[src/rtl/wsr_pkg.sv]
// ----------------------------------------------------------------------------
// wsr_pkg
// Shared types and constants for the window slot recenter unit: item
// payloads, command codes, and the controller/datapath handshake structs.
// ----------------------------------------------------------------------------
`default_nettype none

package wsr_pkg;

    // fixed widths of the item fields and offset digits
    localparam int FIELD_BITS = 16;
    localparam int SLOT_BITS  = 5;
    localparam int DIG_BITS   = 2;

    // command codes
    localparam logic CMD_PLACE    = 1'b0;
    localparam logic CMD_RECENTER = 1'b1;

    // input item
    typedef struct packed {
        logic                          command;
        logic signed [FIELD_BITS-1:0]  center_x;
        logic signed [FIELD_BITS-1:0]  center_y;
        logic signed [FIELD_BITS-1:0]  center_z;
    } t_wsr_in;

    // result item
    typedef struct packed {
        logic [SLOT_BITS-1:0]          slot;
        logic signed [FIELD_BITS-1:0]  cell_x;
        logic signed [FIELD_BITS-1:0]  cell_y;
        logic signed [FIELD_BITS-1:0]  cell_z;
        logic                          last;
    } t_wsr_out;

    // controller to datapath
    typedef struct packed {
        logic                 load_in;    // capture accepted item
        logic                 set_center; // commit new center, mark placed
        logic                 clr_flags;  // open a recenter sweep
        logic                 rd_en;      // read slot store at j_slot
        logic                 cmp_en;     // read data valid for cmp_slot
        logic                 emit;       // write slot store and load output
        logic                 emit_last;
        logic [SLOT_BITS-1:0] oi;         // current offset index
        logic [DIG_BITS-1:0]  dx;
        logic [DIG_BITS-1:0]  dy;
        logic [DIG_BITS-1:0]  dz;
        logic [SLOT_BITS-1:0] j_slot;     // slot being read or scanned
        logic [SLOT_BITS-1:0] cmp_slot;   // slot whose data is compared
        logic [SLOT_BITS-1:0] wr_slot;    // slot given a new cell
    } t_wsr_cmd;

    // datapath to controller
    typedef struct packed {
        logic                 recenter;    // recenter on a placed cube
        logic                 same_center;
        logic                 radius;      // effective radius
        logic [SLOT_BITS-1:0] n_last;      // highest slot index in use
        logic                 match;       // read data equals offset cell
        logic                 off_unm;     // current offset has no slot
        logic                 slot_stale;  // scanned slot is free
        logic                 last_unm;    // current offset is the final unmatched one
        logic                 out_ready;
    } t_wsr_sts;

endpackage

`default_nettype wire

[src/rtl/wsr_ram.sv]
// ----------------------------------------------------------------------------
// wsr_ram
// Generic single write port, single read port RAM with registered read data.
// ----------------------------------------------------------------------------
`default_nettype none

module wsr_ram #(
    parameter int WIDTH = 48,
    parameter int DEPTH = 27,
    parameter int AW    = (DEPTH > 1) ? $clog2(DEPTH) : 1
) (
    input  wire logic             i_clk,
    input  wire logic             i_we,
    input  wire logic [AW-1:0]    i_waddr,
    input  wire logic [WIDTH-1:0] i_wdata,
    input  wire logic             i_re,
    input  wire logic [AW-1:0]    i_raddr,
    output logic      [WIDTH-1:0] o_rdata
);

    logic [WIDTH-1:0] r_mem [DEPTH];
    logic [WIDTH-1:0] r_rdata;

    // write port
    always_ff @(posedge i_clk) begin
        if (i_we) begin
            r_mem[i_waddr] <= i_wdata;
        end
    end

    // registered read port
    always_ff @(posedge i_clk) begin
        if (i_re) begin
            r_rdata <= r_mem[i_raddr];
        end
    end

    assign o_rdata = r_rdata;

endmodule

`default_nettype wire

[src/rtl/wsr_ctrl.sv]
// ----------------------------------------------------------------------------
// wsr_ctrl
// Sequencer for place and recenter: walks the offsets, runs the match sweep
// over the slot store and the stale slot scan, and issues datapath commands.
// ----------------------------------------------------------------------------
`default_nettype none

module wsr_ctrl (
    input  wire logic              i_clk,
    input  wire logic              i_rst_n,
    input  wire logic              i_in_valid,
    output logic                   o_in_stall,
    input  wire wsr_pkg::t_wsr_sts i_sts,
    output wsr_pkg::t_wsr_cmd      o_cmd
);

    import wsr_pkg::*;

    localparam logic [2:0] ST_IDLE   = 3'd0;
    localparam logic [2:0] ST_DECIDE = 3'd1;
    localparam logic [2:0] ST_PLACE  = 3'd2;
    localparam logic [2:0] ST_MATCH  = 3'd3;
    localparam logic [2:0] ST_ASSIGN = 3'd4;

    logic [2:0]           r_state, n_state;
    logic [SLOT_BITS-1:0] r_oi, n_oi;
    logic [DIG_BITS-1:0]  r_dx, n_dx;
    logic [DIG_BITS-1:0]  r_dy, n_dy;
    logic [DIG_BITS-1:0]  r_dz, n_dz;
    logic [SLOT_BITS-1:0] r_j, n_j;
    logic                 r_cv, n_cv;
    logic [SLOT_BITS-1:0] r_cj, n_cj;

    // offset walk: z innermost, then y, then x
    logic [DIG_BITS-1:0]  dig_max;
    logic [SLOT_BITS-1:0] adv_oi;
    logic [DIG_BITS-1:0]  adv_dx, adv_dy, adv_dz;
    logic                 offset_last;
    logic                 done_off;

    assign dig_max     = {i_sts.radius, 1'b0};
    assign offset_last = (r_oi == i_sts.n_last);
    assign adv_oi      = r_oi + SLOT_BITS'(1);

    always_comb begin
        adv_dx = r_dx;
        adv_dy = r_dy;
        adv_dz = r_dz + DIG_BITS'(1);
        if (r_dz == dig_max) begin
            adv_dz = '0;
            adv_dy = r_dy + DIG_BITS'(1);
            if (r_dy == dig_max) begin
                adv_dy = '0;
                adv_dx = r_dx + DIG_BITS'(1);
            end
        end
    end

    // an offset's match search ends on a hit or after its final slot
    assign done_off = r_cv && (i_sts.match || (r_cj == i_sts.n_last));

    // next state and commands
    always_comb begin
        n_state = r_state;
        n_oi    = r_oi;
        n_dx    = r_dx;
        n_dy    = r_dy;
        n_dz    = r_dz;
        n_j     = r_j;
        n_cv    = r_cv;
        n_cj    = r_cj;

        o_cmd          = '0;
        o_cmd.oi       = r_oi;
        o_cmd.dx       = r_dx;
        o_cmd.dy       = r_dy;
        o_cmd.dz       = r_dz;
        o_cmd.j_slot   = r_j;
        o_cmd.cmp_slot = r_cj;
        o_cmd.wr_slot  = r_oi;

        unique case (r_state)
            ST_IDLE: begin
                if (i_in_valid) begin
                    o_cmd.load_in = 1'b1;
                    n_state       = ST_DECIDE;
                end
            end
            ST_DECIDE: begin
                n_oi = '0;
                n_dx = '0;
                n_dy = '0;
                n_dz = '0;
                n_j  = '0;
                n_cv = 1'b0;
                if (!i_sts.recenter) begin
                    o_cmd.set_center = 1'b1;
                    n_state          = ST_PLACE;
                end else if (i_sts.same_center) begin
                    n_state = ST_IDLE;
                end else begin
                    o_cmd.set_center = 1'b1;
                    o_cmd.clr_flags  = 1'b1;
                    n_state          = ST_MATCH;
                end
            end
            ST_PLACE: begin
                if (i_sts.out_ready) begin
                    o_cmd.emit      = 1'b1;
                    o_cmd.emit_last = offset_last;
                    n_oi = adv_oi;
                    n_dx = adv_dx;
                    n_dy = adv_dy;
                    n_dz = adv_dz;
                    if (offset_last) begin
                        n_state = ST_IDLE;
                    end
                end
            end
            ST_MATCH: begin
                o_cmd.cmp_en = r_cv;
                if (done_off) begin
                    n_j  = '0;
                    n_cv = 1'b0;
                    if (offset_last) begin
                        n_oi    = '0;
                        n_dx    = '0;
                        n_dy    = '0;
                        n_dz    = '0;
                        n_state = ST_ASSIGN;
                    end else begin
                        n_oi = adv_oi;
                        n_dx = adv_dx;
                        n_dy = adv_dy;
                        n_dz = adv_dz;
                    end
                end else if (r_j <= i_sts.n_last) begin
                    o_cmd.rd_en = 1'b1;
                    n_cv = 1'b1;
                    n_cj = r_j;
                    n_j  = r_j + SLOT_BITS'(1);
                end else begin
                    n_cv = 1'b0;
                end
            end
            ST_ASSIGN: begin
                // stale slots are taken in rising order, so j never rewinds
                if (!i_sts.off_unm) begin
                    n_oi = adv_oi;
                    n_dx = adv_dx;
                    n_dy = adv_dy;
                    n_dz = adv_dz;
                    if (offset_last) begin
                        n_state = ST_IDLE;
                    end
                end else if (!i_sts.slot_stale) begin
                    n_j = r_j + SLOT_BITS'(1);
                end else if (i_sts.out_ready) begin
                    o_cmd.emit      = 1'b1;
                    o_cmd.emit_last = i_sts.last_unm;
                    o_cmd.wr_slot   = r_j;
                    n_j  = r_j + SLOT_BITS'(1);
                    n_oi = adv_oi;
                    n_dx = adv_dx;
                    n_dy = adv_dy;
                    n_dz = adv_dz;
                    if (offset_last || i_sts.last_unm) begin
                        n_state = ST_IDLE;
                    end
                end
            end
            default: begin
                n_state = ST_IDLE;
            end
        endcase
    end

    // input held off during reset and while an item is in progress
    assign o_in_stall = !i_rst_n || (r_state != ST_IDLE);

    // control registers
    always_ff @(posedge i_clk) begin
        if (!i_rst_n) begin
            r_state <= ST_IDLE;
            r_oi    <= '0;
            r_dx    <= '0;
            r_dy    <= '0;
            r_dz    <= '0;
            r_j     <= '0;
            r_cv    <= 1'b0;
            r_cj    <= '0;
        end else begin
            r_state <= n_state;
            r_oi    <= n_oi;
            r_dx    <= n_dx;
            r_dy    <= n_dy;
            r_dz    <= n_dz;
            r_j     <= n_j;
            r_cv    <= n_cv;
            r_cj    <= n_cj;
        end
    end

endmodule

`default_nettype wire

[src/rtl/wsr_dp.sv]
// ----------------------------------------------------------------------------
// wsr_dp
// Datapath: radius and center registers, offset cell adder, slot store,
// match comparator, sweep flags and the output item register.
// ----------------------------------------------------------------------------
`default_nettype none

module wsr_dp #(
    parameter int MAX_RADIUS = 1,
    parameter int COORD_BITS = 16
) (
    input  wire logic              i_clk,
    input  wire logic              i_rst_n,
    input  wire wsr_pkg::t_wsr_in  i_in_data,
    input  wire logic              i_cfg_wr_en,
    input  wire logic              i_cfg_wr_data,
    input  wire wsr_pkg::t_wsr_cmd i_cmd,
    output wsr_pkg::t_wsr_sts      o_sts,
    output logic                   o_out_valid,
    output wsr_pkg::t_wsr_out      o_out_data,
    input  wire logic              i_out_stall
);

    import wsr_pkg::*;

    localparam int SIDE  = 2 * MAX_RADIUS + 1;
    localparam int NSLOT = SIDE * SIDE * SIDE;
    localparam int AW    = (NSLOT > 1) ? $clog2(NSLOT) : 1;
    localparam int CB    = COORD_BITS;

    logic                 r_radius;
    logic                 r_placed;
    logic                 r_ncmd;
    logic signed [CB-1:0] r_cx, r_cy, r_cz;
    logic signed [CB-1:0] r_nx, r_ny, r_nz;
    logic [NSLOT-1:0]     r_unm, n_unm;
    logic [NSLOT-1:0]     r_stale, n_stale;
    logic                 r_out_valid;
    t_wsr_out             r_out;

    logic                 eff_r;
    logic [SLOT_BITS-1:0] n_last;
    logic signed [CB-1:0] cell_x, cell_y, cell_z;
    logic [3*CB-1:0]      rdata;
    logic                 match;
    logic                 out_ready;
    logic [NSLOT-1:0]     oi_mask;
    logic [AW-1:0]        oi_a;

    assign eff_r  = (MAX_RADIUS != 0) ? r_radius : 1'b0;
    assign n_last = eff_r ? SLOT_BITS'(NSLOT - 1) : '0;
    assign oi_a   = i_cmd.oi[AW-1:0];

    // configuration and placed flag
    always_ff @(posedge i_clk) begin
        if (!i_rst_n) begin
            r_radius <= 1'b1;
            r_placed <= 1'b0;
        end else if (i_cfg_wr_en) begin
            r_radius <= i_cfg_wr_data;
            r_placed <= 1'b0;
        end else if (i_cmd.set_center) begin
            r_placed <= 1'b1;
        end
    end

    // captured item, wrapped to coordinate width
    always_ff @(posedge i_clk) begin
        if (i_cmd.load_in) begin
            r_ncmd <= i_in_data.command;
            r_nx   <= CB'(32'(i_in_data.center_x));
            r_ny   <= CB'(32'(i_in_data.center_y));
            r_nz   <= CB'(32'(i_in_data.center_z));
        end
    end

    // current center
    always_ff @(posedge i_clk) begin
        if (!i_rst_n) begin
            r_cx <= '0;
            r_cy <= '0;
            r_cz <= '0;
        end else if (i_cmd.set_center) begin
            r_cx <= r_nx;
            r_cy <= r_ny;
            r_cz <= r_nz;
        end
    end

    // cell of the current offset around the current center
    assign cell_x = r_cx + CB'(i_cmd.dx) - CB'(eff_r);
    assign cell_y = r_cy + CB'(i_cmd.dy) - CB'(eff_r);
    assign cell_z = r_cz + CB'(i_cmd.dz) - CB'(eff_r);

    // slot store
    wsr_ram #(
        .WIDTH (3 * CB),
        .DEPTH (NSLOT),
        .AW    (AW)
    ) u_slot_ram (
        .i_clk   (i_clk),
        .i_we    (i_cmd.emit),
        .i_waddr (i_cmd.wr_slot[AW-1:0]),
        .i_wdata ({cell_x, cell_y, cell_z}),
        .i_re    (i_cmd.rd_en),
        .i_raddr (i_cmd.j_slot[AW-1:0]),
        .o_rdata (rdata)
    );

    assign match = (rdata == {cell_x, cell_y, cell_z});

    // sweep flags: unmatched offsets and stale slots
    always_comb begin
        oi_mask = '0;
        oi_mask[oi_a] = 1'b1;
    end

    always_comb begin
        n_unm   = r_unm;
        n_stale = r_stale;
        if (i_cmd.clr_flags) begin
            for (int k = 0; k < NSLOT; k++) begin
                n_unm[k]   = (SLOT_BITS'(k) <= n_last);
                n_stale[k] = (SLOT_BITS'(k) <= n_last);
            end
        end else if ((i_cmd.cmp_en && match) || i_cmd.emit) begin
            n_unm[oi_a] = 1'b0;
            if (i_cmd.emit) begin
                n_stale[i_cmd.wr_slot[AW-1:0]] = 1'b0;
            end else begin
                n_stale[i_cmd.cmp_slot[AW-1:0]] = 1'b0;
            end
        end
    end

    always_ff @(posedge i_clk) begin
        if (!i_rst_n) begin
            r_unm   <= '0;
            r_stale <= '0;
        end else begin
            r_unm   <= n_unm;
            r_stale <= n_stale;
        end
    end

    // output item register
    assign out_ready = !r_out_valid || !i_out_stall;

    always_ff @(posedge i_clk) begin
        if (!i_rst_n) begin
            r_out_valid <= 1'b0;
        end else if (i_cmd.emit) begin
            r_out_valid <= 1'b1;
        end else if (!i_out_stall) begin
            r_out_valid <= 1'b0;
        end
    end

    always_ff @(posedge i_clk) begin
        if (i_cmd.emit) begin
            r_out.slot   <= i_cmd.wr_slot;
            r_out.cell_x <= FIELD_BITS'(32'(cell_x));
            r_out.cell_y <= FIELD_BITS'(32'(cell_y));
            r_out.cell_z <= FIELD_BITS'(32'(cell_z));
            r_out.last   <= i_cmd.emit_last;
        end
    end

    assign o_out_valid = r_out_valid;
    assign o_out_data  = r_out;

    // status back to the controller
    assign o_sts.recenter    = (r_ncmd == CMD_RECENTER) && r_placed;
    assign o_sts.same_center = (r_nx == r_cx) && (r_ny == r_cy) && (r_nz == r_cz);
    assign o_sts.radius      = eff_r;
    assign o_sts.n_last      = n_last;
    assign o_sts.match       = match;
    assign o_sts.off_unm     = r_unm[oi_a];
    assign o_sts.slot_stale  = r_stale[i_cmd.j_slot[AW-1:0]];
    assign o_sts.last_unm    = ((r_unm & ~oi_mask) == '0);
    assign o_sts.out_ready   = out_ready;

endmodule

`default_nettype wire

[src/rtl/window_slot_recenter_unit.sv]
// Place: an accepted item goes through the decide state, then one slot is emitted per cycle
// into the output register while the output is not stalled, (2r+1)^3 slots in all.
// Recenter: a match sweep over the n slots (one slot store read per cycle), then a
// stale slot scan that gives each unmatched offset a free slot.
// One item at a time: the input stalls from acceptance until the last result is issued, or the item ends with none.
// Reset (synchronous): input stalled, radius 1, nothing placed, output empty, store undefined.
// ----------------------------------------------------------------------------
// window_slot_recenter_unit
// Cube of slots around a center cell; places all slots or reassigns the
// slots whose cells fall out of the cube when the center moves.
// ----------------------------------------------------------------------------
`default_nettype none

module window_slot_recenter_unit #(
    parameter int MAX_RADIUS = 1,
    parameter int COORD_BITS = 16
) (
    input  wire logic              i_clk,
    input  wire logic              i_rst_n,
    input  wire logic              i_in_valid,
    output logic                   o_in_stall,
    input  wire wsr_pkg::t_wsr_in  i_in_data,
    output logic                   o_out_valid,
    input  wire logic              i_out_stall,
    output wsr_pkg::t_wsr_out      o_out_data,
    input  wire logic              i_cfg_wr_en,
    input  wire logic              i_cfg_wr_data
);

    import wsr_pkg::*;

    t_wsr_cmd cmd;
    t_wsr_sts sts;

    // sequencer
    wsr_ctrl u_ctrl (
        .i_clk      (i_clk),
        .i_rst_n    (i_rst_n),
        .i_in_valid (i_in_valid),
        .o_in_stall (o_in_stall),
        .i_sts      (sts),
        .o_cmd      (cmd)
    );

    // datapath
    wsr_dp #(
        .MAX_RADIUS (MAX_RADIUS),
        .COORD_BITS (COORD_BITS)
    ) u_dp (
        .i_clk         (i_clk),
        .i_rst_n       (i_rst_n),
        .i_in_data     (i_in_data),
        .i_cfg_wr_en   (i_cfg_wr_en),
        .i_cfg_wr_data (i_cfg_wr_data),
        .i_cmd         (cmd),
        .o_sts         (sts),
        .o_out_valid   (o_out_valid),
        .o_out_data    (o_out_data),
        .i_out_stall   (i_out_stall)
    );

endmodule

`default_nettype wire
[config.mk]
export PLATFORM = sky130hd
export DESIGN_NAME = window_slot_recenter_unit
export DESIGN_NICKNAME = d
export VERILOG_FILES = /design/src/rtl/wsr_pkg.sv /design/src/rtl/wsr_ram.sv /design/src/rtl/wsr_ctrl.sv /design/src/rtl/wsr_dp.sv /design/src/rtl/window_slot_recenter_unit.sv
export SDC_FILE = /design/constraint.sdc
export NUM_CORES = 2
export LEC_CHECK = 0
export BUFFER_PORTS_ARGS = -buffer_cell sky130_fd_sc_hd__buf_4
export CORE_UTILIZATION = 40
export DETAILED_ROUTE_END_ITERATION = 6
export MAX_ROUTING_LAYER = met4
export REMOVE_ABC_BUFFERS = 1
export SLEW_MARGIN = 20
export SYNTH_ARGS = -nofsm -noshare
export SYNTH_HDL_FRONTEND = slang
export SYNTH_SLANG_ARGS = --single-unit
[constraint.sdc]
create_clock -name i_clk -period 6.8 [get_ports i_clk]
set_input_delay 1.02 -clock i_clk [delete_from_list [all_inputs] [get_ports i_clk]]
set_output_delay 1.02 -clock i_clk [all_outputs]
set_load 0.01 [all_outputs]
==> flow_summary.toml <==
[run_status]
status = "finished, final reports clean"

[route]
drtIter0Drc = 3667
dr.pass1.iters = 5
vias = 34500
wl_per_cell_um = 29.2
wirelength_um = 175000
drc = 0
vias_per_cell = 5.75
antenna_left = 0

[floorplanning]
start_util_pct = 40.5
core_um2 = 159000
die_w_um = 403
die_y_um = 403
rows = 146
die_area_um2 = 163000
pin_count = 111

[critical_path]
criticalPathCategory = "flop to flop"
start_kind = "flop"
critPathBufInv = 2
crit_start = "u_ctrl.r_dz[1]$_SDFFE_PN0P_"
crit_fanout = 16
cp_top_family = "compound AO/OA/AOI/OAI gates"
crit_chain = "inv_1 > ha_1 > inv_1 > ha_1 > a211oi_1 > o31ai_1 > a41o_1 > a31oi_1 > xnor3_1 > nor3b_1 > nand4_1 > nor4_4 > o221ai_2 > or4_1 > a21oi_1"
max_stage_delay_ns = 0.73
cp.required_ns = 7.52
end_kind = "flop"
crit_arrival_ns = 6.47
r2r_start = "u_ctrl.r_dz[1]$_SDFFE_PN0P_"
critPathSlowestCell = "nor4_4"

[global_route]
grt_overflow = 0
grt_pass1_wl_um = 249000
antenna_found_initial = 5
grt_pass1_vias = 33600
grt.total_usage_pct = 22.2
grt_start_max_net_pins = 124

[hold_path]
worstHoldStart = "i_in_data[47]"
hp-class = "input port to flop"

[sta]
rsz0062_at_grt = "false"
final_hold_viol_count = 0
relSlewSlack_pct = 21.5
fin_crit_sh_pct = 84.6
layout_min_cycle_time_ns = 5.76
finClkSkew_ns = 0.0505
setup_tns_ns = 0
slew_violations = 0
tightest_slew_ns = 1.17
fmax_ghz = 0.174
final-setup-viol-count = 0

[layout]
num-fill-cells = 13300
nets = 3835
seq_area_um2 = 46100
syn2layout_area_growth_pct = 15.2
diodes = 0
layout.cells.most_common_list = "1447 x edfxtp_1, 348 x mux4_2, 215 x buf_4"
layout_commonest_cell = "edfxtp_1"
multi_input_area_um2 = 18000
drive_gt1_share_pct = 25.6
utilization_pct = 46.7

[cts]
postCtsSetupBuffers = 0
cts.clk_slew.worst_paths_ns = 0.06
cts_sinks = 1577
cts_tree = "done"
clk_path_buf_depth = 3
cts-buffers-inserted = 161
hold_buffers = 0
post_cts_resized = 0
clk_latency_ns = 0.81
cts_root_buf = "clkbuf_16"
cts_max_level = 4

[yosys]
yosysTopAreaCell = "edfxtp_1"
syn_avg_cell_area_um2 = 18.3
ys_ff_latch = 1577
synth_area_leaders = "edfxtp_1 67%, mux4_2 12%, dfxtp_1 4.0%"
synthFlopType = "edfxtp_1"
synth_edf_count = 1447
synth_async_sr_flop_share_pct = 0
syn_inst = 3516
yosysSeqAreaShare_pct = 71.4
ys_types = 85
yosysWarnings = 0
yosys.area.top_type_share_pct = 67.4
syn_area_um2 = 64500

[placement]
port_buffers = 110
dp_hpwl_um = 100000
gp_congestion = 0.894

[power_and_ir_drop]
leakagePower_nw = 24.2
power.density_nw_per_um2 = 460
vdd_ir_drop_max_uv = 386

[job]
maxCapViolations = 0
[metal layers]
layer  up-vias  global-route usage [%]  share of wire (%)  wire length, um
li1      14600                       -                  -                -
met1     18300                    31.7                 44            77000
met2      1394                    32.7                 46            80500
met3       219                    4.49                8.0            14000
met4         0                    5.02                2.0             3550
met5         -                       -                  0                0
[state kept, by name (all words and copies together), names as in the netlist, 2 cells and up]
name / count
u_dp.r_nz: 16
u_dp.r_unm: 27
u_dp.r_nx: 16
u_ctrl.r_cj: 5
u_ctrl.r_dz: 2
u_dp.r_cz: 16
u_dp.u_slot_ram.o_rdata: 48
u_ctrl.r_dy: 2
u_dp.r_cx: 16
u_dp.r_stale: 27
u_ctrl.r_j: 5
u_dp.o_out_data: 54
u_dp.u_slot_ram.r_mem: 1296
u_ctrl.r_dx: 2
u_dp.r_ny: 16
u_ctrl.r_state: 3
u_ctrl.r_oi: 5
u_dp.r_cy: 16
[cells in the mapped netlist, drive strengths merged, types with 6 or more instances]
cell type	number
o21a	9
a31o	26
o22ai	10
a31oi	14
and3	13
nand2	155
mux2	54
inv	87
a211oi	13
a21o	22
ha	59
nor2	159
o21bai	24
clkbuf	124
buf	67
mux4	348
o2111ai	6
nand4	25
xnor3	9
edfxtp	1447
o31ai	8
mux2i	158
dfxtp	130
nor3b	6
o211ai	73
nand2b	14
o21ai	82
nand3b	6
xnor2	95
a211o	8
or3	9
nand3	26
o311ai	14
a21oi	52
xor2	37
nor4	14
nor3	37
and2	7
[per-stage QoR]
step	hold slack, ns	setup slack [ns]	std cells	total power [mW]	cell area (um^2)
global placement	0.465	1.32	5701	25.2	68900
floorplan	0.451	-13.13	3325	21.2	63700
detailed placement	0.470	1.20	5701	25.5	68900
global route	0.353	0.833	5994	35.5	74300
finish	0.391	1.04	5994	34.1	74300
CTS	0.335	1.16	5994	34.2	74200
[cell families after synthesis]
group / after synthesis / share of synthesized area (%)
DFF: 1577 / 71.4
muxes: 560 / 15.6
and+or+nand+nor: 498 / 3.62
AOI/OAI and AO/OA: 399 / 4.35
buffers and inverters: 278 / 1.64
xor gates and xnor gates: 142 / 2.14
adders and majority gates: 62 / 1.24
[worst paths after layout]
check / endpoint / slack [ns] / cells past startpoint
setup / recovery: u_ctrl.r_dx[0]$_SDFFE_PN0P_ / 1.04 / 15
hold / removal: u_dp.r_nx[15]$_DFFE_PP_ / 0.39 / 1
hold reg to reg: u_dp.r_stale[3]$_SDFFE_PN0P_ / 0.49 / 2
setup reg to reg: u_ctrl.r_dx[0]$_SDFFE_PN0P_ / 1.04 / 15
[report_power, final]
part / switching (mW) / leakage (nW) / internal, mW / total [mW]
clock network: 3.83 / 2.57 / 4.95 / 8.78
logic: 6.87 / 7.60 / 2.85 / 9.72
registers: 0.427 / 14.0 / 15.2 / 15.6
total: 11.1 / 24.2 / 23.0 / 34.1
[cell type report]
cell class,instances,area share (%)
Sequential cell,1577,62.0
Multi-Input combinational cell,1661,24.3
Clock buffer,195,5.65
Tap cell,2146,3.62
Timing Repair Buffer,230,2.58
Clock inverter,98,1.42
Inverter,87,0.446
No activity file was read; power rests on OpenSTA's default activity.
